### src/hw/rtl/bst_pkg.sv
// shared types and constants for the breakpoint slot table
`default_nettype none

package bst_pkg;

  localparam int TABLE_SLOTS_DEF = 16;
  localparam int SLOT_ID_W       = 8;
  localparam int SLOT_OUT_W      = 5;
  localparam int ADDR_W          = 32;
  localparam int DATA_W          = 8;

  localparam logic [DATA_W-1:0] TRAP_BYTE = 8'hCC;

  typedef enum logic [1:0] {
    MODE_SET      = 2'd0,
    MODE_DEL_ADDR = 2'd1,
    MODE_DEL_SLOT = 2'd2
  } mode_t;

  typedef enum logic [1:0] {
    STAT_DONE = 2'd0,
    STAT_FULL = 2'd1,
    STAT_NONE = 2'd2
  } status_t;

  typedef enum logic [1:0] {
    ST_IDLE,
    ST_SCAN,
    ST_DONE
  } state_t;

  typedef struct packed {
    logic                 en;
    logic [SLOT_ID_W-1:0] idx;
  } rd_req_t;

  typedef struct packed {
    logic              valid;
    logic [ADDR_W-1:0] addr;
    logic [DATA_W-1:0] data;
  } rd_rsp_t;

  typedef struct packed {
    logic                 en;
    logic                 set;
    logic [SLOT_ID_W-1:0] idx;
    logic [ADDR_W-1:0]    addr;
    logic [DATA_W-1:0]    data;
  } wr_req_t;

  typedef struct packed {
    status_t               status;
    logic [SLOT_OUT_W-1:0] slot_index;
    logic                  mem_write;
    logic [ADDR_W-1:0]     mem_space;
    logic [ADDR_W-1:0]     mem_address;
    logic [DATA_W-1:0]     mem_byte;
  } result_t;

endpackage

`default_nettype wire

### src/hw/rtl/bst_store.sv
// slot memory (address and saved byte) with per-slot valid flags
`default_nettype none

module bst_store #(
  parameter int TABLE_SLOTS = bst_pkg::TABLE_SLOTS_DEF
) (
  input  wire logic            clk,
  input  wire logic            rst,
  input  wire bst_pkg::rd_req_t rd,
  input  wire bst_pkg::wr_req_t wr,
  output bst_pkg::rd_rsp_t     rsp
);

  localparam int IdxW = $clog2(TABLE_SLOTS);

  logic [bst_pkg::ADDR_W-1:0] mem_addr [TABLE_SLOTS];
  logic [bst_pkg::DATA_W-1:0] mem_data [TABLE_SLOTS];
  logic [TABLE_SLOTS-1:0]     valid;

  logic [IdxW-1:0] rd_idx;
  logic [IdxW-1:0] wr_idx;

  assign rd_idx = rd.idx[IdxW-1:0];
  assign wr_idx = wr.idx[IdxW-1:0];

  always_ff @(posedge clk) begin
    if (wr.en && wr.set) begin
      mem_addr[wr_idx] <= wr.addr;
      mem_data[wr_idx] <= wr.data;
    end
    if (rd.en) begin
      rsp.addr  <= mem_addr[rd_idx];
      rsp.data  <= mem_data[rd_idx];
      rsp.valid <= valid[rd_idx];
    end
  end

  always_ff @(posedge clk) begin
    if (rst) begin
      valid <= '0;
    end else if (wr.en) begin
      valid[wr_idx] <= wr.set;
    end
  end

`ifndef SYNTHESIS
  // a write never shares a cycle with a read, so no forwarding is needed
  a_no_rd_wr_overlap: assert property (@(posedge clk) disable iff (rst)
    wr.en |-> !rd.en)
    else $error("store read and write in the same cycle");

  a_valid_follows_wr: assert property (@(posedge clk) disable iff (rst)
    wr.en |=> (valid[$past(wr_idx)] == $past(wr.set)))
    else $error("valid flag did not follow write");
`endif

endmodule

`default_nettype wire

### src/hw/rtl/bst_ctrl.sv
// command sequencer: scans slots through the memory read port
`default_nettype none

module bst_ctrl #(
  parameter int TABLE_SLOTS = bst_pkg::TABLE_SLOTS_DEF
) (
  input  wire logic                            clk,
  input  wire logic                            rst,
  input  wire logic                            cmd_valid,
  output logic                                 cmd_stall,
  input  wire logic [1:0]                      cmd_mode,
  input  wire logic [bst_pkg::ADDR_W-1:0]      cmd_space,
  input  wire logic [bst_pkg::ADDR_W-1:0]      cmd_addr,
  input  wire logic [bst_pkg::SLOT_ID_W-1:0]   cmd_slot,
  input  wire logic [bst_pkg::DATA_W-1:0]      cmd_orig,
  output bst_pkg::rd_req_t                     rd,
  output bst_pkg::wr_req_t                     wr,
  input  wire bst_pkg::rd_rsp_t                rsp,
  output logic                                 res_valid,
  input  wire logic                            res_take,
  output bst_pkg::result_t                     res
);

  localparam int IdxW = $clog2(TABLE_SLOTS);
  localparam logic [IdxW-1:0] LastSlot = IdxW'(TABLE_SLOTS - 1);
  localparam logic [bst_pkg::SLOT_OUT_W-1:0] NoSlot = bst_pkg::SLOT_OUT_W'(TABLE_SLOTS);
  localparam logic [bst_pkg::SLOT_ID_W-1:0] SlotLimit = bst_pkg::SLOT_ID_W'(TABLE_SLOTS);

  bst_pkg::state_t state, state_next;

  logic [1:0]                 mode;
  logic [bst_pkg::ADDR_W-1:0] space;
  logic [bst_pkg::ADDR_W-1:0] addr;
  logic [bst_pkg::DATA_W-1:0] orig;
  logic [IdxW-1:0]            scan_idx;
  logic [IdxW-1:0]            last_idx;
  logic                       issued_all;
  logic                       chk_vld;
  logic [IdxW-1:0]            chk_idx;

  logic accept;
  logic slot_ok;
  logic hit;
  logic miss;

  always_ff @(posedge clk) begin
    if (rst) begin
      state <= bst_pkg::ST_IDLE;
    end else begin
      state <= state_next;
    end
  end

  always_comb begin
    state_next = state;
    cmd_stall  = 1'b1;
    res_valid  = 1'b0;
    accept     = 1'b0;
    slot_ok    = (cmd_mode == bst_pkg::MODE_SET) || (cmd_mode == bst_pkg::MODE_DEL_ADDR) ||
                 ((cmd_mode == bst_pkg::MODE_DEL_SLOT) && (cmd_slot < SlotLimit));
    hit        = 1'b0;
    miss       = 1'b0;
    rd.en      = 1'b0;
    rd.idx     = bst_pkg::SLOT_ID_W'(scan_idx);
    wr.en      = 1'b0;
    wr.set     = (mode == bst_pkg::MODE_SET);
    wr.idx     = bst_pkg::SLOT_ID_W'(chk_idx);
    wr.addr    = addr;
    wr.data    = orig;
    case (state)
      bst_pkg::ST_IDLE: begin
        cmd_stall = 1'b0;
        if (cmd_valid) begin
          accept     = 1'b1;
          state_next = slot_ok ? bst_pkg::ST_SCAN : bst_pkg::ST_DONE;
        end
      end
      bst_pkg::ST_SCAN: begin
        // set looks for a free slot, deletes for a live one
        if (chk_vld) begin
          if (mode == bst_pkg::MODE_SET) begin
            hit = !rsp.valid;
          end else begin
            hit = rsp.valid && ((mode != bst_pkg::MODE_DEL_ADDR) || (rsp.addr == addr));
          end
        end
        miss  = chk_vld && !hit && (chk_idx == last_idx);
        wr.en = hit;
        rd.en = !issued_all && !hit && !miss;
        if (hit || miss) begin
          state_next = bst_pkg::ST_DONE;
        end
      end
      bst_pkg::ST_DONE: begin
        res_valid = 1'b1;
        if (res_take) begin
          state_next = bst_pkg::ST_IDLE;
        end
      end
      default: begin
        state_next = bst_pkg::ST_IDLE;
      end
    endcase
  end

  always_ff @(posedge clk) begin
    if (rst) begin
      chk_vld <= 1'b0;
    end else begin
      chk_vld <= rd.en;
    end
  end

  always_ff @(posedge clk) begin
    if (accept) begin
      mode       <= cmd_mode;
      space      <= cmd_space;
      addr       <= cmd_addr;
      orig       <= cmd_orig;
      issued_all <= 1'b0;
      if (cmd_mode == bst_pkg::MODE_DEL_SLOT) begin
        scan_idx <= cmd_slot[IdxW-1:0];
        last_idx <= cmd_slot[IdxW-1:0];
      end else begin
        scan_idx <= '0;
        last_idx <= LastSlot;
      end
      if (!slot_ok) begin
        res.status      <= bst_pkg::STAT_NONE;
        res.slot_index  <= NoSlot;
        res.mem_write   <= 1'b0;
        res.mem_space   <= '0;
        res.mem_address <= '0;
        res.mem_byte    <= '0;
      end
    end
    if (rd.en) begin
      chk_idx <= scan_idx;
      if (scan_idx == last_idx) begin
        issued_all <= 1'b1;
      end else begin
        scan_idx <= scan_idx + 1'b1;
      end
    end
    if (hit) begin
      res.status     <= bst_pkg::STAT_DONE;
      res.slot_index <= bst_pkg::SLOT_OUT_W'(chk_idx);
      res.mem_write  <= 1'b1;
      res.mem_space  <= space;
      if (mode == bst_pkg::MODE_SET) begin
        res.mem_address <= addr;
        res.mem_byte    <= bst_pkg::TRAP_BYTE;
      end else begin
        res.mem_address <= rsp.addr;
        res.mem_byte    <= rsp.data;
      end
    end else if (miss) begin
      res.status      <= (mode == bst_pkg::MODE_SET) ? bst_pkg::STAT_FULL : bst_pkg::STAT_NONE;
      res.slot_index  <= NoSlot;
      res.mem_write   <= 1'b0;
      res.mem_space   <= '0;
      res.mem_address <= '0;
      res.mem_byte    <= '0;
    end
  end

`ifndef SYNTHESIS
  a_idle_pipe_empty: assert property (@(posedge clk) disable iff (rst)
    (state == bst_pkg::ST_IDLE) |-> !chk_vld)
    else $error("stale slot check in idle");

  a_wr_then_done: assert property (@(posedge clk) disable iff (rst)
    wr.en |=> (state == bst_pkg::ST_DONE))
    else $error("slot update without finishing the command");
`endif

endmodule

`default_nettype wire

### src/hw/rtl/breakpoint_slot_table_top.sv
// top level of the breakpoint slot table: sequencer, slot store, result register
//
// Commands are taken one at a time. Set and delete by address walk the slots
// from slot 0 through the single read port of the slot memory, one slot per
// cycle, until a slot fits or the last slot has been checked. Delete by slot
// reads the named slot once. Each slot read is registered in the slot store and
// checked in the controller, whose result register is then loaded into the
// output register; the next command is accepted once the controller is back in
// idle. An out-of-range slot or an unused mode reads no slot and goes straight
// to the result. While the output is stalled with a result in the output
// register, the next command is still taken and worked on; it then waits with
// the input stalled until the output register drains.
// slot_index reports TABLE_SLOTS, masked to 5 bits, when no slot was used.
`default_nettype none

module breakpoint_slot_table_top #(
  parameter int TABLE_SLOTS = bst_pkg::TABLE_SLOTS_DEF
) (
  input  wire logic                          clk,
  input  wire logic                          rst,
  input  wire logic                          in_valid,
  output logic                               in_stall,
  input  wire logic [1:0]                    mode,
  input  wire logic [bst_pkg::ADDR_W-1:0]    address_space,
  input  wire logic [bst_pkg::ADDR_W-1:0]    bp_address,
  input  wire logic [bst_pkg::SLOT_ID_W-1:0] slot_id,
  input  wire logic [bst_pkg::DATA_W-1:0]    original_byte,
  output logic                               out_valid,
  input  wire logic                          out_stall,
  output logic [1:0]                         status,
  output logic [bst_pkg::SLOT_OUT_W-1:0]     slot_index,
  output logic                               mem_write,
  output logic [bst_pkg::ADDR_W-1:0]         mem_space,
  output logic [bst_pkg::ADDR_W-1:0]         mem_address,
  output logic [bst_pkg::DATA_W-1:0]         mem_byte
);

  bst_pkg::rd_req_t rd;
  bst_pkg::wr_req_t wr;
  bst_pkg::rd_rsp_t rsp;
  bst_pkg::result_t res;
  bst_pkg::result_t out_q;
  logic             res_valid;
  logic             res_take;

  bst_ctrl #(
    .TABLE_SLOTS(TABLE_SLOTS)
  ) u_ctrl (
    .clk       (clk),
    .rst       (rst),
    .cmd_valid (in_valid),
    .cmd_stall (in_stall),
    .cmd_mode  (mode),
    .cmd_space (address_space),
    .cmd_addr  (bp_address),
    .cmd_slot  (slot_id),
    .cmd_orig  (original_byte),
    .rd        (rd),
    .wr        (wr),
    .rsp       (rsp),
    .res_valid (res_valid),
    .res_take  (res_take),
    .res       (res)
  );

  bst_store #(
    .TABLE_SLOTS(TABLE_SLOTS)
  ) u_store (
    .clk (clk),
    .rst (rst),
    .rd  (rd),
    .wr  (wr),
    .rsp (rsp)
  );

  // load when the register is empty or being drained this cycle
  assign res_take = res_valid && (!out_valid || !out_stall);

  always_ff @(posedge clk) begin
    if (rst) begin
      out_valid <= 1'b0;
    end else if (res_take) begin
      out_valid <= 1'b1;
    end else if (!out_stall) begin
      out_valid <= 1'b0;
    end
  end

  always_ff @(posedge clk) begin
    if (res_take) begin
      out_q <= res;
    end
  end

  assign status      = out_q.status;
  assign slot_index  = out_q.slot_index;
  assign mem_write   = out_q.mem_write;
  assign mem_space   = out_q.mem_space;
  assign mem_address = out_q.mem_address;
  assign mem_byte    = out_q.mem_byte;

`ifndef SYNTHESIS
  a_write_means_done: assert property (@(posedge clk) disable iff (rst)
    (out_valid && mem_write) |-> (status == bst_pkg::STAT_DONE))
    else $error("memory write requested on a failed transaction");
`endif

endmodule

`default_nettype wire
### config.mk
export PLATFORM = sky130hd
export DESIGN_NAME = breakpoint_slot_table_top
export DESIGN_NICKNAME = d
export VERILOG_FILES = /design/src/hw/rtl/bst_pkg.sv /design/src/hw/rtl/bst_store.sv /design/src/hw/rtl/bst_ctrl.sv /design/src/hw/rtl/breakpoint_slot_table_top.sv
export SDC_FILE = /design/constraint.sdc
export NUM_CORES = 1
export LEC_CHECK = 0
export BUFFER_PORTS_ARGS = -buffer_cell sky130_fd_sc_hd__buf_2
export CORE_MARGIN = 10
export CORE_UTILIZATION = 35
export DETAILED_ROUTE_END_ITERATION = 8
export HOLD_SLACK_MARGIN = 0.1
export PLACE_DENSITY_LB_ADDON = 0.1
export SLEW_MARGIN = 20
export SYNTH_ARGS = -nofsm -noshare
export SYNTH_HDL_FRONTEND = slang
export SYNTH_SLANG_ARGS = --single-unit
export TNS_END_PERCENT = 100
### constraint.sdc
create_clock -name clk -period 6.5 [get_ports clk]
set_input_delay 1.3 -clock clk [delete_from_list [all_inputs] [get_ports clk]]
set_output_delay 1.3 -clock clk [all_outputs]
set_load 0.005 [all_outputs]
==> out/results.ini, run 1 <==
[status]
outcome=completed

[power]
powerDensity_nw_per_um2=394
p_sw_frac=0.253
pwr-share-clk=0.380
ir_drop_mv=0.279
power_frac_seq=0.457
p_comb_frac=0.163
intPower_mw=12.2
power.leakage_nw=13.4
power_switching_mw=4.14
power.total_mw=16.4

[synth]
ys_types=43
ys_seq_area_frac=0.802
synth_async_sr_flop_share=0
synthesis.nets=1668
yosysWarnings=0
synth_area_um2=35100
synth_flop_cell=edfxtp_1
syn_inst=1581
synth_seq_cells=948
avgSynthCellArea_um2=22.2
synth_edf_count=919

[clock_tree]
h-tree-depth=3
cts.path.max_buffers=3
cts_sinks=948
clockRootBuffer=clkbuf_16
postCtsSetupBuffers=0
cts_tree=yes
numCtsBuffers=104
ctsResizeCount=0
worst_skew_pair.late_latency_ns=0.68
path_clk_slew_ns=0.06
cts_hold_buf=0

[setup_path]
path_buf_inv=2
critPathArrivalTime_ns=5.25
r2r_start=u_ctrl.addr[5]$_DFFE_PP_
startpoint=u_ctrl.addr[5]$_DFFE_PP_
crit_family=simple AND/OR/NAND/NOR gates
slowest_stage=nor4_1
crit_chain=xor2_1 -> nor4_1 -> nand3_1 -> or3_1 -> a21oi_4 -> buf_4 -> nand2_1 -> nor2_4 -> buf_4
critPathMaxFanout=31
critPathLaunchType=flip-flop
end_kind=flip-flop
worstSetupPathType=reg -> reg
critical-path-max-stage-delay_ns=0.89
crit_required_ns=6.78
cpMostUsedCell=buf_4

[sta]
relSlewSlack=0.304
min_period_ns=4.97
finalSetupViolCount=0
tightestPinTransition_ns=1.03
skew_ns=0.0325
rsz0062_at_grt=false
final_hold_viol_count=0
slew_viol_final=0
clock.fmax_mhz=201
period_share=0.765
finalSetupTns_ns=0
fin_hold_ws_ns=0.402

[run]
drv_cap=0

[global_routing]
grt_pass1_vias=17500
grt_max_degree=89
gr-total-overflow=0
grt_usage=0.157
grt_pass1_wl_um=128000
antenna_found_initial=9

[placement]
place_area_um2=37800
place.port_buffers=167
gp_routability_congestion=0.733
dp_hpwl_um=50500

[floorplanning]
io_pins=168
coreArea_um2=99900
dieArea_um2=113000
fp-row-count=116
fp.dieH_um=337
die_x_um=337
start_util=0.352

[final_layout]
final_nets=1910
final_cell_mix=edfxtp_1 (919), mux4_2 (205), buf_2 (167), clkbuf_16 (108), nand2_1 (76)
layout-area-overhead-vs-synth_pct=18.1
nFillCells=8724
final_cell_area_um2=41500
final_common_cell=edfxtp_1
drive_gt1_frac=0.322

[detailed_routing]
wire_per_inst_um=27.8
route.detailed.drc=0
drtIter0Drc=1405
wl_um=89400
drtPass1Iterations=5
antenna_left=0
via_count=16300
vias_per_cell=5.09

[worst_hold_path]
min_from=u_ctrl.res[58]$_SDFFCE_PN0P_
hold_path_class=reg -> reg

## through the flow
step,instances,setup WS (ns),utilization
finish,3210,1.53,0.415
floorplan,1581,0.761,-
global route,3209,1.31,0.415
global placement,3015,1.47,0.379
CTS,3209,1.47,0.415
detailed placement,3015,1.51,0.379
## synth_stat cells, types with 3 or more instances
cell type | number | share of area
nor2_1 | 34 | 0.0036
mux2i_1 | 13 | 0.0037
edfxtp_1 | 919 | 0.79
clkbuf_1 | 46 | 0.0049
buf_1 | 3 | 0.00032
nand2b_1 | 18 | 0.0032
nor3_1 | 4 | 0.00057
or2_2 | 4 | 0.00071
o21ai_0 | 6 | 0.00085
a21oi_1 | 45 | 0.0064
nor2b_1 | 4 | 0.00071
xor2_1 | 39 | 0.0097
nand2_1 | 77 | 0.0082
and3_1 | 6 | 0.0011
inv_1 | 11 | 0.0012
nand3_1 | 12 | 0.0017
and2_1 | 35 | 0.0062
nor4_1 | 11 | 0.0020
or3_1 | 4 | 0.00071
nand4_1 | 7 | 0.0012
o31ai_1 | 3 | 0.00064
dfxtp_1 | 29 | 0.017
mux4_2 | 205 | 0.13
buf_2 | 20 | 0.0028
## worst paths after layout
check                                                          to  slack, ns  depth (start not counted)
worst max-delay path            u_store.mem_addr[9][13]$_DFFE_PP_       1.53                          9
worst min-delay path                      mem_space[18]$_DFFE_PP_       0.40                          0
worst max register to register  u_store.mem_addr[9][13]$_DFFE_PP_       1.53                          9
worst min register to register            mem_space[18]$_DFFE_PP_       0.40                          0
## per-layer routing
| metal | GRT usage | wire length (um) | vias to the layer above |
|---|---|---|---|
| met5 | 0 | 13 | - |
| met4 | 0.0404 | 1480 | 2 |
| met3 | 0.0309 | 4960 | 105 |
| met2 | 0.250 | 42300 | 467 |
| met1 | 0.220 | 40600 | 8766 |
| li1 | - | - | 6990 |
## power by group through the flow
stage / combinational (mW) / clock [mW] / sequential [mW]
global route: 2.88 / 6.63 / 7.52
floorplan: 1.95 / 0 / 7.45
CTS: 2.77 / 6.37 / 7.49
finish: 2.66 / 6.21 / 7.48
global placement: 2.76 / 0 / 7.60
detailed placement: 2.75 / 0 / 7.61
## logic make-up (layout without fill, tap and decap cells)
group | after synthesis | after routing | synth area share
flops | 948 | 948 | 0.802
mux | 219 | 219 | 0.135
simple gates | 219 | 219 | 0.0307
buf+inv | 85 | 415 | 0.0103
compound gates | 69 | 69 | 0.0113
xor+xnor | 40 | 40 | 0.00997
fa+ha+maj | 1 | 1 | 0.000356
other cells | 0 | 1 | 0
## state kept, by name, summed over array words and instances (netlist names), 32 cells and up
signal / count
u_store.rsp: 41
mem_space: 32
u_ctrl.res: 80
u_store.mem_data: 128
u_store.mem_addr: 512
u_ctrl.space: 32
u_ctrl.addr: 32
mem_address: 32
## final cells by class
type,instances,area (um2),share of cell area
inverters,13,58.8,0.00142
multi-input cells,548,6720,0.162
repair buffers,208,1260,0.0303
diodes,1,2.50,0.0000603
clock buffers,116,2730,0.0659
flip-flops and latches,948,28200,0.679
clock inverters,78,906,0.0218
well taps,1298,1620,0.0391
Power figures use the tool's default switching activity.
==> run 2, diff against run 1 <==
Clock period 6.5 ns to 4.4 ns, I/O delays scaled along.
==> run 2 against run 1 <==
  * Global-route usage increased by 0.18 points
  * Wire length increased by 0.99%
  * Via count increased by 0.82%
  * Final cell count increased by 1.2%
  * Die area unchanged
  * Power increased by 46%
  * Design area increased by 0.91%
  * Register-to-register slack got worse by 1.2 ns
  * Setup slack got worse by 1.2 ns
  * Utilization increased by 0.38 points
  * First-iteration DRC count decreased by 11%
  * Clock skew decreased by 0.010 ns
  * Largest cell class unchanged
  * Largest power group unchanged
  * Highest routed layer is now met4
==> out/results.ini, run 2 (synthesized netlist as in run 1, its figures left out) <==
[status]
outcome=completed  ; unchanged

[placement]
place.port_buffers=167  ; unchanged
pre_cts_ws_ns=0.354  ; was 1.51 ns
place_area_um2=38400  ; was 37,800 um2
gp_routability_congestion=0.741  ; was 0.733
dp_hpwl_um=51000  ; was 50,500 um

[final_layout]
final_cell_mix=edfxtp_1 (919), mux4_2 (205), buf_2 (167), clkbuf_16 (107), nand2_1 (76)  ; was edfxtp_1 (919), mux4_2 (205), buf_2 (167), clkbuf_16 (108), nand2_1 (76)
final_common_cell=edfxtp_1  ; unchanged
final_nets=1950  ; was 1,910
max_flop_register=u_store.mem_addr  ; unchanged
n_antenna_cell=0  ; was 1
drive_gt1_frac=0.327  ; was 0.322
top_regs=u_store.mem_addr: 512 flops, u_store.mem_data: 128 flops, u_ctrl.res: 80 flops  ; unchanged
largest_reg_flops=512  ; unchanged
final_cell_area_um2=41900  ; was 41,500 um2
layout-area-overhead-vs-synth_pct=19.2  ; was 18.1%

[clock_tree]
h-tree-depth=3  ; unchanged
cts_hold_buf=0  ; unchanged
path_clk_slew_ns=0.06  ; about the same
worst_skew_pair.late_latency_ns=0.68  ; about the same
ctsResizeCount=0  ; unchanged
cts.path.max_buffers=3  ; unchanged
cts_sinks=948  ; unchanged
numCtsBuffers=105  ; was 104
clockRootBuffer=clkbuf_16  ; unchanged
postCtsSetupBuffers=0  ; unchanged
cts_tree=yes  ; unchanged

[setup_path]
critical-path-max-stage-delay_ns=0.84  ; was 0.89 ns
r2r-end=u_store.mem_addr[10][11]$_DFFE_PP_  ; was u_store.mem_addr[9][13]$_DFFE_PP_
critPathArrivalTime_ns=4.42  ; was 5.25 ns
r2r_setup_slack_ns=0.33  ; was 1.53 ns
critPathMaxFanout=22  ; was 31
reg2reg_depth=8  ; was 9
r2r_start=u_ctrl.addr[5]$_DFFE_PP_  ; unchanged
critPathLaunchType=flip-flop  ; unchanged
slowest_stage=edfxtp_1  ; was nor4_1
end_kind=flip-flop  ; unchanged
crit_chain=xor2_1 -> nor4_1 -> nand3_1 -> or3_1 -> a21oi_4 -> nand2_1 -> nor2_4 -> buf_12  ; was xor2_1 -> nor4_1 -> nand3_1 -> or3_1 -> a21oi_4 -> buf_4 -> nand2_1 -> nor2_4 -> buf_4
startpoint=u_ctrl.addr[5]$_DFFE_PP_  ; unchanged
crit_required_ns=4.75  ; was 6.78 ns
worstSetupPathType=reg -> reg  ; unchanged

[global_routing]
use_met1=0.224  ; was 0.220
antenna_found_initial=3  ; was 9
grt_busiest_layer=met2  ; unchanged
gr-total-overflow=0  ; unchanged
grtUsageMet2=0.252  ; was 0.250
grt_max_degree=75  ; was 89
grt_pass1_vias=17500  ; about the same
grt_pass1_wl_um=130000  ; was 128,000 um
grt_usage=0.159  ; was 0.157
use_met3=0.0288  ; was 0.0309

[sta]
fin_hold_ws_ns=0.383  ; was 0.402 ns
period_share=0.924  ; was 0.765
skew_ns=0.0221  ; was 0.0325 ns
finalSetupViolCount=0  ; unchanged
slew_viol_final=0  ; unchanged
final_hold_viol_count=0  ; unchanged
rsz0062_at_grt=false  ; unchanged
setup_ws_ns=0.334  ; was 1.53 ns
min_period_ns=4.07  ; was 4.97 ns
relSlewSlack=0.306  ; was 0.304
finalSetupTns_ns=0  ; unchanged
tightestPinTransition_ns=1.03  ; about the same
clock.fmax_mhz=246  ; was 201 MHz

[floorplanning]
dieArea_um2=113000  ; unchanged
coreArea_um2=99900  ; unchanged
die_x_um=337  ; unchanged
io_pins=168  ; unchanged
fp-row-count=116  ; unchanged
start_util=0.352  ; unchanged
fp.dieH_um=337  ; unchanged

[detailed_routing]
vias_per_cell=5.07  ; was 5.09
antenna_left=0  ; unchanged
wl_um=90300  ; was 89,400 um
wire_per_inst_um=27.8  ; about the same
drtPass1Iterations=6  ; was 5
route.detailed.drc=0  ; unchanged
drtIter0Drc=1250  ; was 1,405
via_count=16500  ; was 16.3k

[power]
ir_drop_mv=0.383  ; was 0.279 mV
power.leakage_nw=13.6  ; was 13.4 nW
powerDensity_nw_per_um2=572  ; was 394 nW/um2
power.total_mw=23.9  ; was 16.4 mW

[worst_hold_path]
hold_path_end=u_ctrl.orig[2]$_DFFE_PP_  ; was mem_space[18]$_DFFE_PP_
min_from=original_byte[2]  ; was u_ctrl.res[58]$_SDFFCE_PN0P_
hold_path_class=in -> reg  ; was reg -> reg
min_path_cells=1  ; was 0

[run]
drv_cap=0  ; unchanged

[run 2: per-stage QoR]
stage	instances	util
finish	3250	0.419
global route	3250	0.419
global placement	3054	0.384
CTS	3250	0.419
floorplan	1581	-
detailed placement	3054	0.384
[run 2: worst max-delay path by stage]
stage	to	cells after the start
after global routing	u_store.mem_addr[10][11]$_DFFE_PP_	8
final	u_store.mem_addr[10][11]$_DFFE_PP_	8
after global placement	u_store.mem_addr[10][14]$_DFFE_PP_	8
after detailed placement	u_store.mem_addr[10][14]$_DFFE_PP_	8
after CTS	u_store.mem_addr[10][7]$_DFFE_PP_	8
after floorplan	u_store.mem_addr[12][0]$_DFFE_PP_	9
[run 2: where the power goes]
group	leakage, nW	switching, mW	total (mW)	internal, mW
combinational	3.25	2.03	3.97	1.93
clock	1.70	3.59	8.87	5.28
sequential	8.63	0.502	11.1	10.6
[run 2: worst max-delay path: cells and delay by family (launching register included)]
| kind | cells | cell delay (ns) |
|---|---|---|
| buffers and inverters | 1 | 0.27 |
| and+or+nand+nor | 5 | 2.10 |
| DFF | 1 | 0.84 |
| xor gates and xnor gates | 1 | 0.20 |
| AOI/OAI and AO/OA | 1 | 0.29 |
[run 2: metal layers]
| metal | vias up | part of all wire | wire [um] |
|---|---|---|---|
| met2 | 409 | 0.47 | 42500 |
| met3 | 131 | 0.043 | 3850 |
| met5 | - | 0 | 0 |
| met1 | 8838 | 0.46 | 41700 |
| met4 | 0 | 0.024 | 2210 |
| li1 | 7086 | - | - |
[run 2: cell type report]
class                   instances  area [um2]
inverters                      13        55.1
fillers                      8721       58000
flip-flops and latches        948       28200
well taps                    1298        1620
repair buffers                247        1770
multi-input cells             548        6720
clock buffers                 132        2810
clock inverters                64         694
==> run 3, diff against run 2 <==
Settings changed: CORE_UTILIZATION 35 to 25, PLACE_DENSITY set to 0.38, PLACE_DENSITY_LB_ADDON 0.1 to not set.
==> run 3 against run 2 <==
  * Clock-buffer cell count is 5 lower
  * Critical path type unchanged
  * Register-to-register slack better by 0.13 ns
  * Via count increased by 1.1%
  * Setup slack better by 0.13 ns
  * Sequential share of layout area is 1.2 points lower
  * Combinational power rose by 4%
  * Non-clock buffer count is 10 higher
  * First-iteration DRC count down 12%
  * Power rose by 0.37%
  * Die area is 37% higher
  * Highest routed layer is now met5
  * Sequential power about the same
  * Wire length is 8.6% higher
==> out/results.ini, run 3 (synthesized netlist as in run 1, its figures left out) <==
[placement]
place.port_buffers=167  ; unchanged
gp_routability_congestion=0.736  ; was 0.741
dp_hpwl_um=58600  ; was 51,000 um
place_area_um2=39300  ; was 38,400 um2

[setup_path]
slowest_stage=nor4_1  ; was edfxtp_1
cpMostUsedCell=buf_4
critical-path-max-stage-delay_ns=0.52  ; was 0.84 ns
end_kind=flip-flop  ; unchanged
r2r-end=u_store.mem_data[3][3]$_DFFE_PP_  ; was u_store.mem_addr[10][11]$_DFFE_PP_
setup.worst_path.end=u_store.mem_data[3][3]$_DFFE_PP_  ; was u_store.mem_addr[10][11]$_DFFE_PP_
reg2reg_depth=10  ; was 8
worstSetupPathType=reg -> reg  ; unchanged
crit_chain=buf_4 -> xor2_1 -> nor4_1 -> nand4_1 -> buf_4 -> or3_1 -> a21oi_4 -> nand2_1 -> nor2_4 -> buf_12  ; was xor2_1 -> nor4_1 -> nand3_1 -> or3_1 -> a21oi_4 -> nand2_1 -> nor2_4 -> buf_12
startpoint=u_ctrl.addr[12]$_DFFE_PP_  ; was u_ctrl.addr[5]$_DFFE_PP_
critPathArrivalTime_ns=4.32  ; was 4.42 ns
r2r_start=u_ctrl.addr[12]$_DFFE_PP_  ; was u_ctrl.addr[5]$_DFFE_PP_
critPathLaunchType=flip-flop  ; unchanged
r2r_setup_slack_ns=0.46  ; was 0.33 ns
critPathMaxFanout=27  ; was 22
crit_required_ns=4.78  ; was 4.75 ns

[clock_tree]
postCtsSetupBuffers=0  ; unchanged
cts_sinks=948  ; unchanged
path_clk_slew_ns=0.06  ; about the same
cts_tree=yes  ; unchanged
numCtsBuffers=106  ; was 105
worst_skew_pair.late_latency_ns=0.71  ; was 0.68 ns
clockRootBuffer=clkbuf_16  ; unchanged
h-tree-depth=3  ; unchanged
ctsResizeCount=0  ; unchanged
cts_hold_buf=0  ; unchanged
cts.path.max_buffers=3  ; unchanged

[power]
powerDensity_nw_per_um2=563  ; was 572 nW/um2
power.leakage_nw=13.6  ; about the same
ir_drop_mv=0.309  ; was 0.383 mV

[floorplanning]
io_pins=168  ; unchanged
fp-row-count=137  ; was 116
coreArea_um2=140000  ; was 99,900 um2
start_util=0.252  ; was 0.352
dieArea_um2=156000  ; was 113,000 um2
die_x_um=395  ; was 337 um
fp.dieH_um=395  ; was 337 um

[final_layout]
fin_util=0.306  ; was 0.419
drive_gt1_frac=0.331  ; was 0.327
layout-area-overhead-vs-synth_pct=21.4  ; was 19.2%
max_flop_register=u_store.mem_addr  ; unchanged
final_nets=1961  ; was 1,950
largest_reg_flops=512  ; unchanged
top_regs=u_store.mem_addr: 512 flops, u_store.mem_data: 128 flops, u_ctrl.res: 80 flops  ; unchanged
final_cell_mix=edfxtp_1 (919), mux4_2 (205), buf_2 (167), clkbuf_16 (108), nand2_1 (76)  ; was edfxtp_1 (919), mux4_2 (205), buf_2 (167), clkbuf_16 (107), nand2_1 (76)
final_cell_area_um2=42600  ; was 41,900 um2
final_common_cell=edfxtp_1  ; unchanged

[sta]
clock.fmax_mhz=254  ; was 246 MHz
slew_viol_final=0  ; unchanged
tightestPinTransition_ns=1.06  ; was 1.03 ns
final_hold_viol_count=0  ; unchanged
skew_ns=0.0353  ; was 0.0221 ns
period_share=0.895  ; was 0.924
rsz0062_at_grt=false  ; unchanged
finalSetupViolCount=0  ; unchanged
relSlewSlack=0.289  ; was 0.306
finalSetupTns_ns=0  ; unchanged
min_period_ns=3.94  ; was 4.07 ns

[run]
drv_cap=0  ; unchanged

[detailed_routing]
drtPass1Iterations=5  ; was 6
antenna_left=0  ; unchanged
vias_per_cell=4.34  ; was 5.07
route.detailed.drc=0  ; unchanged
drtIter0Drc=1105  ; was 1,250
wire_per_inst_um=25.6  ; was 27.8 um
wl_um=98000  ; was 90,300 um
via_count=16600  ; was 16.5k

[worst_hold_path]
min_from=bp_address[0]  ; was original_byte[2]
hold_path_class=in -> reg  ; unchanged
min_path_cells=1  ; unchanged

[global_routing]
grt_pass1_wl_um=140000  ; was 130,000 um
gr-total-overflow=0  ; unchanged
grt_usage=0.124  ; was 0.159
grt_pass1_vias=18000  ; was 17.5k
antenna_found_initial=8  ; was 3
grt_max_degree=49  ; was 75

[status]
outcome=completed  ; unchanged

[run 3: worst min-delay path by stage]
stage / end / slack [ns]
global placement: mem_space[28]$_DFFE_PP_ / 0.40
global route: u_ctrl.addr[0]$_DFFE_PP_ / 0.30
detailed placement: mem_address[7]$_DFFE_PP_ / 0.40
finish: u_ctrl.addr[0]$_DFFE_PP_ / 0.34
floorplan: mem_address[0]$_DFFE_PP_ / 0.40
CTS: u_ctrl.addr[0]$_DFFE_PP_ / 0.27
[run 3: layer usage]
metal / part of all wire / up-vias / global-route usage
met1: 0.47 / 8986 / 0.172
met2: 0.46 / 404 / 0.195
li1: - / 7099 / -
met5: 0.00052 / - / 0
met3: 0.046 / 143 / 0.0271
met4: 0.024 / 10 / 0.0339
[run 3: critical path: cells and delay by family, from the launching register on]
kind / cells / cell delay, ns
and+or+nand+nor: 5 / 1.88
buffers and inverters: 3 / 0.78
xor gates and xnor gates: 1 / 0.19
AOI/OAI and AO/OA: 1 / 0.32
DFF: 1 / 0.36
[run 3: final cells by class]
| class | count | area [um2] |
|---|---|---|
| tap | 1876 | 2350 |
| fill | 13500 | 96900 |
| clock buffer | 127 | 2770 |
| timing repair buffer | 257 | 1950 |
| multi-input combinational | 548 | 6720 |
| inverter | 13 | 55.1 |
| antenna | 1 | 2.50 |
| clock inverter | 61 | 609 |
| sequential | 948 | 28200 |
[run 3: where the power goes]
group	switching, mW	internal [mW]	total (mW)
logic	2.14	1.99	4.13
clock network	3.64	5.06	8.70
registers	0.593	10.6	11.2
total	6.37	17.6	24.0
[run 3: metrics by stage]
stage	power, mW	cells	hold slack, ns	setup WS [ns]
2_1_floorplan	13.9	1581	0.400	0.133
3_3_place_gp	15.7	3642	0.401	0.369
3_5_place_dp	15.7	3642	0.405	0.393
4_1_cts	24.5	3830	0.269	0.372
5_1_grt	25.1	3830	0.297	0.251
6_report	24.0	3831	0.344	0.462
